$ cat src/sv/pdup_pkg.sv
`timescale 1ns / 1ps
// Shared constants, codes and control types of the pixel to DMX universe packer.
// Used by the controller, the datapath and the top level.
package pdup_pkg;

    localparam int SLOTS_DEFAULT = 512;

    localparam int CFG_IDX_W  = 3;
    localparam int CFG_DATA_W = 16;

    localparam logic [CFG_IDX_W-1:0] REG_LAYOUT      = 3'd0;
    localparam logic [CFG_IDX_W-1:0] REG_START_UNIV  = 3'd1;
    localparam logic [CFG_IDX_W-1:0] REG_START_SLOT  = 3'd2;
    localparam logic [CFG_IDX_W-1:0] REG_GAIN_RED    = 3'd3;
    localparam logic [CFG_IDX_W-1:0] REG_GAIN_GREEN  = 3'd4;
    localparam logic [CFG_IDX_W-1:0] REG_GAIN_BLUE   = 3'd5;
    localparam logic [CFG_IDX_W-1:0] REG_GAIN_WHITE  = 3'd6;

    localparam logic [1:0] LAYOUT_MONO = 2'd0;
    localparam logic [1:0] LAYOUT_RGB  = 2'd1;
    localparam logic [1:0] LAYOUT_RGBW = 2'd2;
    localparam logic [1:0] LAYOUT_RGBX = 2'd3;

    localparam logic [15:0] GAIN_RESET = 16'd4096;

    localparam logic [15:0] LUMA_WR = 16'd13933;
    localparam logic [15:0] LUMA_WG = 16'd46871;
    localparam logic [15:0] LUMA_WB = 16'd4732;

    localparam logic [15:0] UNIV_LIMIT = 16'd32768;

    typedef struct packed {
        logic       load;
        logic       mix;
        logic       rnd;
        logic       wht;
        logic       emit;
        logic [1:0] idx;
    } t_cmd;

    typedef struct packed {
        logic exhausted;
        logic out_free;
        logic emit_last;
    } t_status;

endpackage

$ cat src/sv/pdup_pix_if.sv
`timescale 1ns / 1ps
// Input channel: one RGB pixel word with a frame-last flag.
// Stands alone; no package needed.
interface pdup_pix_if;
    logic       valid;
    logic       ready;
    logic [7:0] red;
    logic [7:0] green;
    logic [7:0] blue;
    logic       frame_last;

    modport source (output valid, output red, output green, output blue,
                    output frame_last, input ready);
    modport sink (input valid, input red, input green, input blue,
                  input frame_last, output ready);
endinterface

$ cat src/sv/pdup_dmx_if.sv
`timescale 1ns / 1ps
// Output channel: one DMX channel byte word with its universe and slot.
// Stands alone; no package needed.
interface pdup_dmx_if;
    logic        valid;
    logic        ready;
    logic [7:0]  level;
    logic [14:0] universe;
    logic [8:0]  slot;
    logic        packet_end;
    logic        pixel_done;

    modport source (output valid, output level, output universe, output slot,
                    output packet_end, output pixel_done, input ready);
    modport sink (input valid, input level, input universe, input slot,
                  input packet_end, input pixel_done, output ready);
endinterface

$ cat src/sv/pdup_datapath.sv
`timescale 1ns / 1ps
// Datapath: configuration registers, gain multipliers, luma and white arithmetic,
// universe and slot counters and the output word register. Uses pdup_pkg, pdup_dmx_if.
module pdup_datapath #(
    parameter int SLOTS_PER_UNIVERSE = pdup_pkg::SLOTS_DEFAULT
) (
    input  logic                               i_clk,
    input  logic                               i_rst_n,
    input  logic                               i_cfg_we,
    input  logic [pdup_pkg::CFG_IDX_W-1:0]     i_cfg_idx,
    input  logic [pdup_pkg::CFG_DATA_W-1:0]    i_cfg_data,
    input  logic [7:0]                         i_red,
    input  logic [7:0]                         i_green,
    input  logic [7:0]                         i_blue,
    input  logic                               i_frame_last,
    input  pdup_pkg::t_cmd                     i_cmd,
    output pdup_pkg::t_status                  o_status,
    pdup_dmx_if.source                         o_dmx
);
    import pdup_pkg::*;

    localparam logic [8:0]  SLOT_LAST  = 9'(SLOTS_PER_UNIVERSE - 1);
    localparam logic [40:0] LUMA_HALF  = 41'(1) << 27;
    localparam logic [40:0] WHITE_HALF = 41'(1) << 23;

    function automatic logic [7:0] sat12(input logic [23:0] v);
        logic [24:0] s;
        s = {1'b0, v} + 25'h800;
        return (|s[24:20]) ? 8'hFF : s[19:12];
    endfunction

    logic [1:0]  r_layout;
    logic [14:0] r_start_univ;
    logic [8:0]  r_start_slot;
    logic [15:0] r_gain_r, r_gain_g, r_gain_b, r_gain_w;

    logic [15:0] r_ucnt;
    logic [8:0]  r_slot;
    logic        r_frame_start;
    logic        r_last;

    logic [23:0] r_cr, r_cg, r_cb, r_min;
    logic [39:0] r_pr, r_pg, r_pb, r_wprod;
    logic [7:0]  r_byte [4];

    logic        r_out_valid;
    logic [7:0]  r_o_level;
    logic [14:0] r_o_universe;
    logic [8:0]  r_o_slot;
    logic        r_o_packet_end;
    logic        r_o_pixel_done;

    logic [23:0] n_min;
    logic [40:0] w_luma_sum;
    logic [40:0] w_white_sum;
    logic        w_full;
    logic [1:0]  w_last_idx;
    logic        w_emit_last;
    logic [8:0]  w_start_slot;

    always_comb begin
        n_min = (r_cr < r_cg) ? r_cr : r_cg;
        n_min = (n_min < r_cb) ? n_min : r_cb;
    end

    assign w_luma_sum   = 41'(r_pr) + 41'(r_pg) + 41'(r_pb) + LUMA_HALF;
    assign w_white_sum  = 41'(r_wprod) + WHITE_HALF;
    assign w_full       = r_slot >= SLOT_LAST;
    assign w_start_slot = (r_start_slot > SLOT_LAST) ? SLOT_LAST : r_start_slot;

    always_comb begin
        case (r_layout)
            LAYOUT_MONO: w_last_idx = 2'd0;
            LAYOUT_RGB:  w_last_idx = 2'd2;
            default:     w_last_idx = 2'd3;
        endcase
    end

    assign w_emit_last = (i_cmd.idx == w_last_idx) ||
                         (w_full && (r_ucnt == UNIV_LIMIT - 16'd1));

    assign o_status.exhausted = r_ucnt >= UNIV_LIMIT;
    assign o_status.out_free  = !r_out_valid || o_dmx.ready;
    assign o_status.emit_last = w_emit_last;

    always_ff @(posedge i_clk) begin
        if (!i_rst_n) begin
            r_layout     <= LAYOUT_RGB;
            r_start_univ <= '0;
            r_start_slot <= '0;
            r_gain_r     <= GAIN_RESET;
            r_gain_g     <= GAIN_RESET;
            r_gain_b     <= GAIN_RESET;
            r_gain_w     <= GAIN_RESET;
        end else if (i_cfg_we) begin
            case (i_cfg_idx)
                REG_LAYOUT:     r_layout     <= i_cfg_data[1:0];
                REG_START_UNIV: r_start_univ <= i_cfg_data[14:0];
                REG_START_SLOT: r_start_slot <= i_cfg_data[8:0];
                REG_GAIN_RED:   r_gain_r     <= i_cfg_data;
                REG_GAIN_GREEN: r_gain_g     <= i_cfg_data;
                REG_GAIN_BLUE:  r_gain_b     <= i_cfg_data;
                REG_GAIN_WHITE: r_gain_w     <= i_cfg_data;
                default: ;
            endcase
        end
    end

    always_ff @(posedge i_clk) begin
        if (!i_rst_n) begin
            r_ucnt        <= '0;
            r_slot        <= '0;
            r_frame_start <= 1'b1;
        end else if (i_cmd.load) begin
            r_frame_start <= i_frame_last;
            if (r_frame_start) begin
                r_ucnt <= {1'b0, r_start_univ};
                r_slot <= w_start_slot;
            end
        end else if (i_cmd.emit) begin
            if (w_full) begin
                r_slot <= '0;
                r_ucnt <= r_ucnt + 16'd1;
            end else begin
                r_slot <= r_slot + 9'd1;
            end
        end
    end

    always_ff @(posedge i_clk) begin
        if (i_cmd.load) begin
            r_last <= i_frame_last;
            r_cr   <= 24'(r_gain_r) * 24'(i_red);
            r_cg   <= 24'(r_gain_g) * 24'(i_green);
            r_cb   <= 24'(r_gain_b) * 24'(i_blue);
        end
        if (i_cmd.mix) begin
            r_min <= n_min;
            r_pr  <= 40'(LUMA_WR) * 40'(r_cr);
            r_pg  <= 40'(LUMA_WG) * 40'(r_cg);
            r_pb  <= 40'(LUMA_WB) * 40'(r_cb);
        end
        if (i_cmd.rnd) begin
            r_wprod <= 40'(r_gain_w) * 40'(r_min);
            case (r_layout)
                LAYOUT_MONO: begin
                    r_byte[0] <= (|w_luma_sum[40:36]) ? 8'hFF : w_luma_sum[35:28];
                    r_byte[1] <= '0;
                    r_byte[2] <= '0;
                end
                LAYOUT_RGBW: begin
                    r_byte[0] <= sat12(r_cr - r_min);
                    r_byte[1] <= sat12(r_cg - r_min);
                    r_byte[2] <= sat12(r_cb - r_min);
                end
                default: begin
                    r_byte[0] <= sat12(r_cr);
                    r_byte[1] <= sat12(r_cg);
                    r_byte[2] <= sat12(r_cb);
                end
            endcase
        end
        if (i_cmd.wht) begin
            if (r_layout == LAYOUT_RGBW) begin
                r_byte[3] <= (|w_white_sum[40:32]) ? 8'hFF : w_white_sum[31:24];
            end else begin
                r_byte[3] <= '0;
            end
        end
    end

    always_ff @(posedge i_clk) begin
        if (!i_rst_n) begin
            r_out_valid <= 1'b0;
        end else if (i_cmd.emit) begin
            r_out_valid <= 1'b1;
        end else if (o_dmx.ready) begin
            r_out_valid <= 1'b0;
        end
    end

    always_ff @(posedge i_clk) begin
        if (i_cmd.emit) begin
            r_o_level      <= r_byte[i_cmd.idx];
            r_o_universe   <= r_ucnt[14:0];
            r_o_slot       <= r_slot;
            r_o_packet_end <= w_full || (w_emit_last && r_last);
            r_o_pixel_done <= w_emit_last;
        end
    end

    assign o_dmx.valid      = r_out_valid;
    assign o_dmx.level      = r_o_level;
    assign o_dmx.universe   = r_o_universe;
    assign o_dmx.slot       = r_o_slot;
    assign o_dmx.packet_end = r_o_packet_end;
    assign o_dmx.pixel_done = r_o_pixel_done;

endmodule

$ cat src/sv/pdup_ctrl.sv
`timescale 1ns / 1ps
// Controller: sequences accept, three arithmetic steps and one byte emission per cycle
// while the output is free. Uses pdup_pkg for the command and status types.
module pdup_ctrl (
    input  logic              i_clk,
    input  logic              i_rst_n,
    input  logic              i_valid,
    output logic              o_ready,
    input  pdup_pkg::t_status i_status,
    output pdup_pkg::t_cmd    o_cmd
);
    import pdup_pkg::*;

    localparam logic [2:0] S_IDLE = 3'd0;
    localparam logic [2:0] S_MIX  = 3'd1;
    localparam logic [2:0] S_RND  = 3'd2;
    localparam logic [2:0] S_WHT  = 3'd3;
    localparam logic [2:0] S_EMIT = 3'd4;

    logic [2:0] r_state, n_state;
    logic [1:0] r_idx, n_idx;
    logic       w_emit;

    assign o_ready = r_state == S_IDLE;
    assign w_emit  = (r_state == S_EMIT) && !i_status.exhausted && i_status.out_free;

    always_comb begin
        n_state = r_state;
        n_idx   = r_idx;
        case (r_state)
            S_IDLE: begin
                n_idx = '0;
                if (i_valid) begin
                    n_state = S_MIX;
                end
            end
            S_MIX:  n_state = S_RND;
            S_RND:  n_state = S_WHT;
            S_WHT:  n_state = S_EMIT;
            S_EMIT: begin
                if (i_status.exhausted) begin
                    n_state = S_IDLE;
                end else if (w_emit) begin
                    if (i_status.emit_last) begin
                        n_state = S_IDLE;
                    end else begin
                        n_idx = r_idx + 2'd1;
                    end
                end
            end
            default: n_state = S_IDLE;
        endcase
    end

    always_ff @(posedge i_clk) begin
        if (!i_rst_n) begin
            r_state <= S_IDLE;
            r_idx   <= '0;
        end else begin
            r_state <= n_state;
            r_idx   <= n_idx;
        end
    end

    assign o_cmd.load = (r_state == S_IDLE) && i_valid;
    assign o_cmd.mix  = r_state == S_MIX;
    assign o_cmd.rnd  = r_state == S_RND;
    assign o_cmd.wht  = r_state == S_WHT;
    assign o_cmd.emit = w_emit;
    assign o_cmd.idx  = r_idx;

endmodule

$ cat src/sv/pixel_to_dmx_universe_packer.sv
`timescale 1ns / 1ps
// Top level of the pixel to DMX universe packer: controller plus datapath.
// Uses pdup_pkg, pdup_pix_if, pdup_dmx_if, pdup_ctrl and pdup_datapath.
//
//   Channel   Direction  Word contents
//   i_pix     in         red, green, blue, frame_last
//   o_dmx     out        level, universe, slot, packet_end, pixel_done
//   i_cfg_*   in         write enable, register index, register data
//
// A pixel is accepted with its gain multiply, then takes three arithmetic steps
// (luma products, rounding and white product, white byte), then emits each channel byte.
// Reset is synchronous and restores the register defaults and arms a frame start.
// A stalled output holds the byte sequencer; the next pixel is taken as soon as
// the last byte sits in the output register, even if that word is not yet taken.
module pixel_to_dmx_universe_packer #(
    parameter int SLOTS_PER_UNIVERSE = pdup_pkg::SLOTS_DEFAULT
) (
    input  logic                            i_clk,
    input  logic                            i_rst_n,
    pdup_pix_if.sink                        i_pix,
    pdup_dmx_if.source                      o_dmx,
    input  logic                            i_cfg_we,
    input  logic [pdup_pkg::CFG_IDX_W-1:0]  i_cfg_idx,
    input  logic [pdup_pkg::CFG_DATA_W-1:0] i_cfg_data
);
    import pdup_pkg::*;

    t_cmd    w_cmd;
    t_status w_status;
    logic    w_ready;

    assign i_pix.ready = w_ready;

    pdup_ctrl u_ctrl (
        .i_clk    (i_clk),
        .i_rst_n  (i_rst_n),
        .i_valid  (i_pix.valid),
        .o_ready  (w_ready),
        .i_status (w_status),
        .o_cmd    (w_cmd)
    );

    pdup_datapath #(
        .SLOTS_PER_UNIVERSE (SLOTS_PER_UNIVERSE)
    ) u_datapath (
        .i_clk        (i_clk),
        .i_rst_n      (i_rst_n),
        .i_cfg_we     (i_cfg_we),
        .i_cfg_idx    (i_cfg_idx),
        .i_cfg_data   (i_cfg_data),
        .i_red        (i_pix.red),
        .i_green      (i_pix.green),
        .i_blue       (i_pix.blue),
        .i_frame_last (i_pix.frame_last),
        .i_cmd        (w_cmd),
        .o_status     (w_status),
        .o_dmx        (o_dmx)
    );

endmodule

$ cat src/flat_wrapper.sv
// flat-port wrapper written by rule: the top's interface ports become plain ports
module pixel_to_dmx_universe_packer_flat import pdup_pkg::*;
#(
    parameter int SLOTS_PER_UNIVERSE = pdup_pkg::SLOTS_DEFAULT
)
  (i_clk, i_rst_n, i_cfg_we, i_cfg_idx, i_cfg_data, i_pix_valid, i_pix_red, i_pix_green, i_pix_blue, i_pix_frame_last, i_pix_ready, o_dmx_valid, o_dmx_level, o_dmx_universe, o_dmx_slot, o_dmx_packet_end, o_dmx_pixel_done, o_dmx_ready);
  pdup_pix_if i_pix_i ();
  pdup_dmx_if o_dmx_i ();
  input  logic i_clk;
  input  logic i_rst_n;
  input  logic i_cfg_we;
  input  logic [pdup_pkg::CFG_IDX_W-1:0] i_cfg_idx;
  input  logic [pdup_pkg::CFG_DATA_W-1:0] i_cfg_data;
  input wire logic [$bits(i_pix_i.valid)-1:0] i_pix_valid;
  input wire logic [$bits(i_pix_i.red)-1:0] i_pix_red;
  input wire logic [$bits(i_pix_i.green)-1:0] i_pix_green;
  input wire logic [$bits(i_pix_i.blue)-1:0] i_pix_blue;
  input wire logic [$bits(i_pix_i.frame_last)-1:0] i_pix_frame_last;
  output wire logic [$bits(i_pix_i.ready)-1:0] i_pix_ready;
  output wire logic [$bits(o_dmx_i.valid)-1:0] o_dmx_valid;
  output wire logic [$bits(o_dmx_i.level)-1:0] o_dmx_level;
  output wire logic [$bits(o_dmx_i.universe)-1:0] o_dmx_universe;
  output wire logic [$bits(o_dmx_i.slot)-1:0] o_dmx_slot;
  output wire logic [$bits(o_dmx_i.packet_end)-1:0] o_dmx_packet_end;
  output wire logic [$bits(o_dmx_i.pixel_done)-1:0] o_dmx_pixel_done;
  input wire logic [$bits(o_dmx_i.ready)-1:0] o_dmx_ready;
  assign i_pix_i.valid = i_pix_valid;
  assign i_pix_i.red = i_pix_red;
  assign i_pix_i.green = i_pix_green;
  assign i_pix_i.blue = i_pix_blue;
  assign i_pix_i.frame_last = i_pix_frame_last;
  assign i_pix_ready = i_pix_i.ready;
  assign o_dmx_valid = o_dmx_i.valid;
  assign o_dmx_level = o_dmx_i.level;
  assign o_dmx_universe = o_dmx_i.universe;
  assign o_dmx_slot = o_dmx_i.slot;
  assign o_dmx_packet_end = o_dmx_i.packet_end;
  assign o_dmx_pixel_done = o_dmx_i.pixel_done;
  assign o_dmx_i.ready = o_dmx_ready;
  pixel_to_dmx_universe_packer #(.SLOTS_PER_UNIVERSE(SLOTS_PER_UNIVERSE)) u_core (.i_clk(i_clk), .i_rst_n(i_rst_n), .i_pix(i_pix_i), .o_dmx(o_dmx_i), .i_cfg_we(i_cfg_we), .i_cfg_idx(i_cfg_idx), .i_cfg_data(i_cfg_data));
endmodule
$ cat config.mk
export PLATFORM = sky130hd
export DESIGN_NAME = pixel_to_dmx_universe_packer_flat
export DESIGN_NICKNAME = d
export VERILOG_FILES = /design/src/sv/pdup_pkg.sv /design/src/sv/pdup_pix_if.sv /design/src/sv/pdup_dmx_if.sv /design/src/sv/pdup_datapath.sv /design/src/sv/pdup_ctrl.sv /design/src/sv/pixel_to_dmx_universe_packer.sv /design/src/flat_wrapper.sv
export SDC_FILE = /design/constraint.sdc
export NUM_CORES = 2
export LEC_CHECK = 0
export ABC_AREA = 1
export BUFFER_PORTS_ARGS = -buffer_cell sky130_fd_sc_hd__buf_4
export CORE_ASPECT_RATIO = 1.75
export CORE_UTILIZATION = 40
export CTS_CLUSTER_SIZE = 14
export DETAILED_ROUTE_END_ITERATION = 8
export GPL_TIMING_DRIVEN = 1
export PLACE_DENSITY_LB_ADDON = 0.25
export SYNTH_ARGS = -nofsm -noshare
export SYNTH_HDL_FRONTEND = slang
export SYNTH_HIERARCHICAL = 1
export SYNTH_SLANG_ARGS = --single-unit
$ cat constraint.sdc
create_clock -name i_clk -period 6.25 [get_ports i_clk]
set_input_delay 0.9375 -clock i_clk [delete_from_list [all_inputs] [get_ports i_clk]]
set_output_delay 0.9375 -clock i_clk [all_outputs]
set_load 0.02 [all_outputs]
### After elaboration in Yosys (flattened, before gate mapping)

Memories as Yosys holds them, arrays and structs flattened. A register that Yosys moved wholly into a read port is not among the register bits.
Index checks and enable logic that the tools add are counted.

* order comparisons: 5
* bitwise logic cells: 7
* eq/ne operators: 21
* $add $sub $neg: 16
* reduce and logical (&&, ||, !) cells: 38
* $mul: 7
* mux-type cells: 55

Operator list (count)
* $add 24x12->25 const B: 6
* $mux 8: 16
* $mul 16x8->24: 3
* $sub 24x24->24: 3
* $mux 16: 4
* $lt 24x24->1: 2
* $mux 24: 2
* $mux 9: 5
* $add 38x40->41: 1
* $add 40x24->41 const B: 1
* $add 41x28->41 const B: 1
* $add 41x37->41: 1
* $mul 16x24->40: 1
* $mul 16x24->40 const A: 1
* $mul 14x24->38 const A: 1
* $mul 11x24->35 const A: 1
* $reduce_or 5->1: 7
* $mux 1: 17
* $add 16x1->16 const B: 1
* $eq 16x15->1 const B: 1
* $ge 16x16->1 const B: 1
* $reduce_and 2->1: 8
* $pmux 3 s5: 1
* $eq 3x2->1 const B: 4
* 26 further kinds: 60

* output and inout port bits: 36
* logic and storage cells: 176
* memories: 1
* memory bits (writable): 32
* input port bits: 49
* register bits: 398

Memories
* u_core.u_datapath.r_byte: words 4, width 8, read ports 1, clocked after memory_dff 1, write ports 3, RTL line pdup_datapath.sv:44 `logic [7:0] r_byte [4];`

### Longest topological paths before layout

* depth in word-level cells: 8
* depth in mapped cells: 29
* depth with buffers taken out: 27

### Cells and area by module

The synthesis kept the hierarchy.

Modules (own cells, without submodules)
* pdup_datapath: instances 1, cells an instance 8368, sequential area each 11140.7 sq um, area an instance 68550.7 sq um
* pdup_ctrl: instances 1, cells an instance 43, sequential area each 100.1 sq um, area an instance 287.8 sq um

### Least setup slack after synthesis

No wires, ideal clock.

* path type: reg2reg
* from: register u_core.u_datapath.r_min[8]
* to: register u_core.u_datapath.r_wprod[34], data pin
* setup slack: 0.608 ns
* clock period less this slack: 5.642 ns
* data arrival time: 5.390 ns
* cell stages (with the launch flop): 25
* path buffers: 2
* setup time: 0.252 ns
* data required time: 5.998 ns
* cells stage by stage: edfxtp_1 -> clkbuf_1 -> clkbuf_1 -> nand2_1 -> fa_1 -> fa_1 -> fa_1 -> fa_1 -> inv_1 -> fa_1 -> fa_1 -> ha_1 -> nand2_1 -> nor2_1 -> inv_1 -> nor2_1 -> inv_1 -> nor2_1 -> a21oi_1 -> o21bai_1 -> a21oi_1 -> o21ai_0 -> nand2_1 -> nand3_1 -> nand2_1

* longest elaborated chain between the ends: 1

Ends and longest elaborated chain
* start, declared: RTL line pdup_datapath.sv:42 `logic [23:0] r_cr, r_cg, r_cb, r_min;`
* start signal, assigned: RTL line pdup_datapath.sv:138 `r_min <= n_min;`
* $mul 16x24->40: RTL line pdup_datapath.sv:144 `r_wprod <= 40'(r_gain_w) * 40'(r_min);`
* end signal, assigned: RTL line pdup_datapath.sv:144
* end, declared: RTL line pdup_datapath.sv:43 `logic [39:0] r_pr, r_pg, r_pb, r_wprod;`

Every way passes these cells.
A chain may end at the register's enable or synchronous reset.

### Worst setup path in the final report

* from: register u_core.u_datapath.r_cg[5]
* to: register u_core.u_datapath.r_pg[31], data pin

* longest elaborated chain between the ends: 1

Ends and longest elaborated chain
* start, declared: RTL line pdup_datapath.sv:42
* start signal, assigned: RTL line pdup_datapath.sv:134 `r_cg <= 24'(r_gain_g) * 24'(i_green);`
* $mul 16x24->40: RTL line pdup_datapath.sv:140 `r_pg <= 40'(LUMA_WG) * 40'(r_cg);`
* end signal, assigned: RTL line pdup_datapath.sv:140
* end, declared: RTL line pdup_datapath.sv:43

Every way passes these cells.

==> impl_results.md <==
- Die height: 550.8 um
- Post-synth ARST share: 0%
- Period utilisation layout: 96.73%
- I/O Buffers: 84
- WP data required: 6720 ps
- Area contributors post-synth: fa_1 (29%), ha_1 (16%), edfxtp_1 (13%)
- Reg2reg path depth: 20
- Max incr delay on CP: roughly 750 ps
- Clock Tree Buf Depth: 3
- Final worst setup slack: around 200 ps
- Largest net degree at the start of global routing: slightly above 90
- RD Place Congestion: 1.001
- First-pass GRT wire length: 353.8 mm
- Status: finished, final reports clean
- Post-Syn Instances: between 8k and 9k
- Fmax: ~0.17 GHz
- Syn avg cell area: 8.184 um2
- Synth warn: 6
- Met3 usage: approximately 2.5%
- R2R Path End: u_core/u_datapath/r_pg[31]$_DFFE_PP_
- Post-synth EDFFs: between 200 and 300
- Post-synthesis sequential area ratio: 16.33%
- Worst Tran Pin Value: roughly 1100 ps
- # rows: 201
- Initial antenna violation count: 10
- Via count: between 50k and 60k
- #FFs+latches synth: 415
- Yosys cell types: 64
- Finished Cell Area: approximately 0.075 mm2
- Met2 GRT Util: 52.10%
- Critical path class: reg2reg
- Root Driver: clkbuf_16
- CP Max Fanout: 7
- Critical path startpoint category: flip-flop
- Final WL: between 200 and 250 mm
- Fill cells: roughly 17k
- Pre-antenna DRT Iters: 7
- DR iter-0 viols: around 3.2k
- Clock sink count: between 400 and 500
- FF+latch area: between 0.01 and 0.015 mm2
- Clock Skew: 55.51 ps
- Multi-input logic area: 0.04930 mm2
- Pre-CTS WS: approximately 45 ps
- CTS tree: yes
- GR Layer Usage met1: between 20% and 30%
- Via density: between 5 and 6
- DIE WIDTH: between 300 and 400 um
- Top FF cell, synth: edfxtp_1
- Endpoints failing hold: 0
- Residual DRC: 0
- Final Core Density: between 40% and 50%
- Initial Util: roughly 40%
- Worst path most repeated cell: fa_1
- Vias in the first global route: about 60k
- Grt peak-use layer: met2
- Hold Path Sink: u_core/u_datapath/o_dmx.slot[5]$_DFFE_PP_
- Synth cell count leaders: inv_1 (1962), nand2_1 (1736), fa_1 (1000)
- Critical Path, Cell by Cell: ha_1 > fa_1 > inv_1 > fa_1 > inv_1 > fa_1 > inv_1 > fa_1 > fa_1 > inv_1 > ha_1 > nand2_1 > o21ai_0 > a21oi_1 > o21ai_0 > a21oi_1 > buf_4 > o21a_1 > o21ai_0 > xor2_1
- Critical Path AT: between 6000 and 7000 ps
- Layout cell share with drive strength beyond 1: 5.203%
- Worst hold path class: reg2reg
- H-tree depth: 2
- Placed inst area: roughly 0.073 mm2
- R2r setup slk: between 200 and 250 ps
- Inserted Clock Buffers: 46
- Final setup vio count: 0
- Slowest CP cell: edfxtp_1
- DP Wirelength: approximately 210 mm
- Core area: roughly 0.17 mm2
- Cell taking the most area after synthesis: fa_1
- Final-stage net count: between 10k and 15k
- Hold depth: 0
- DRT antenna net count: 0
- Top-count cell post-synth: inv_1
- Clock Latency Late Sink: between 600 and 700 ps
- CP Capture Type: flip-flop
- Wire per inst: around 22 um
- Grt ovf: 0
- Clock transition at the registers of the reported paths: roughly 80 ps
- Gr usage total: between 20% and 30%
- Max cap viols: 0
- Post-route minimum period: 6046 ps
- Layout area overhead: 8.550%
- Slew Viols, Final: 0
- Slew headroom: between 20% and 30%
- Synth top area share: ~29%
- Die ar.: between 0.15 and 0.2 mm2
- HP Start: u_core/u_datapath/r_slot[5]$_SDFFE_PN0P_
- Reg-to-reg startpoint: u_core/u_datapath/r_cg[5]$_DFFE_PP_
- Mapped Area: between 0.06 and 0.07 mm2
- Cts hold-fix bufs: 0
- Ports: 85
- Syn nets: roughly 10k
worst max-delay path: cells and delay by family (launching register included):
kind,cells,cell delay [ps]
buffers and inverters,5,370
DFF,1,750
AOI/OAI and AO/OA,6,1080
xor gates and xnor gates,1,250
adders and majority gates,7,3310
and+or+nand+nor,1,90
metal layers:
| metal | part of all wire [%] | vias to the layer above |
|---|---|---|
| met5 | 0.0055 | - |
| met4 | 9.2 | 2 |
| met3 | 3.6 | 676 |
| met2 | 54 | 1596 |
| met1 | 34 | 27760 |
| li1 | - | 26180 |
kinds of logic after synthesis:
kind of cell               after synthesis  synth area share [%]
AOI/OAI and AO/OA                      944                 7.587
buffers and inverters                 2215                 12.12
and+or+nand+nor                       2740                 16.23
DFF                                    415                 16.33
adders and majority gates             1855                 44.62
xor gates and xnor gates               242                 3.117
stage by stage:
stage	hold slack [ps]	TNS, ps	std cells
after floorplan	408.2	0	8411
after global routing	436.4	-7.657	10790
after global placement	426.8	0	10680
final	435.5	0	10790
after detailed placement	422.8	0	10680
after CTS	421.8	0	10760
cell usage in the layout (no fill, tap or decap), types with 10 or more instances in the layout:
master / n
inv_1: 1962
nand2_1: 1736
fa_1: 1000
ha_1: 855
nor2_1: 538
a21oi_1: 404
o21ai_0: 332
buf_4: 293
edfxtp_1: 293
nand3_1: 255
xor2_1: 170
dfxtp_1: 118
nand4_1: 74
xnor2_1: 70
clkbuf_16: 47
nor3_1: 47
a31oi_1: 34
a21o_1: 25
o21a_1: 24
nor4_1: 24
o21bai_1: 22
o211ai_1: 16
o21ai_1: 15
o22ai_1: 11
nand2_2: 11
a221oi_1: 11
nor2_2: 10
registers in the layout (all words and copies together), names as in the netlist, 17 cells and up:
name	cells
u_core/u_datapath/r_cg	24
u_core/u_datapath/r_wprod	17
u_core/u_datapath/r_byte	32
u_core/u_datapath/r_min	24
u_core/u_datapath/r_pb	35
u_core/u_datapath/r_cr	24
u_core/u_datapath/r_cb	24
u_core/u_datapath/r_pg	40
u_core/u_datapath/r_pr	38
cell type report:
cell class | count | area share (%)
antenna | 5 | 0.01674
clock buffer | 55 | 1.633
clock inverter | 30 | 0.5174
inverter | 1971 | 9.908
multi-input combinational | 5781 | 65.98
sequential | 415 | 15.05
tap | 2233 | 3.739
timing repair buffer | 301 | 3.158
worst max path at each step:
stage                                         start  slack, ps                                      end
2_1_floorplan  u_core/u_datapath/r_min[8]$_DFFE_PP_        610  u_core/u_datapath/r_wprod[34]$_DFFE_PP_
3_3_place_gp   u_core/u_datapath/r_cg[12]$_DFFE_PP_         60     u_core/u_datapath/r_pg[31]$_DFFE_PP_
3_5_place_dp   u_core/u_datapath/r_cg[12]$_DFFE_PP_         40     u_core/u_datapath/r_pg[31]$_DFFE_PP_
4_1_cts        u_core/u_datapath/r_cg[11]$_DFFE_PP_        0.6     u_core/u_datapath/r_pg[31]$_DFFE_PP_
5_1_grt        u_core/u_datapath/r_cg[12]$_DFFE_PP_         -8     u_core/u_datapath/r_pg[31]$_DFFE_PP_
6_report        u_core/u_datapath/r_cg[5]$_DFFE_PP_        200     u_core/u_datapath/r_pg[31]$_DFFE_PP_
what timing repair did:
action	CTS	global route
setup buffers	0	23
setup endpoints to repair	0	18
resized for setup	0	9
Power is not shown: default switching activity piles up to over one toggle a cycle in this logic, so the estimate is an artifact.
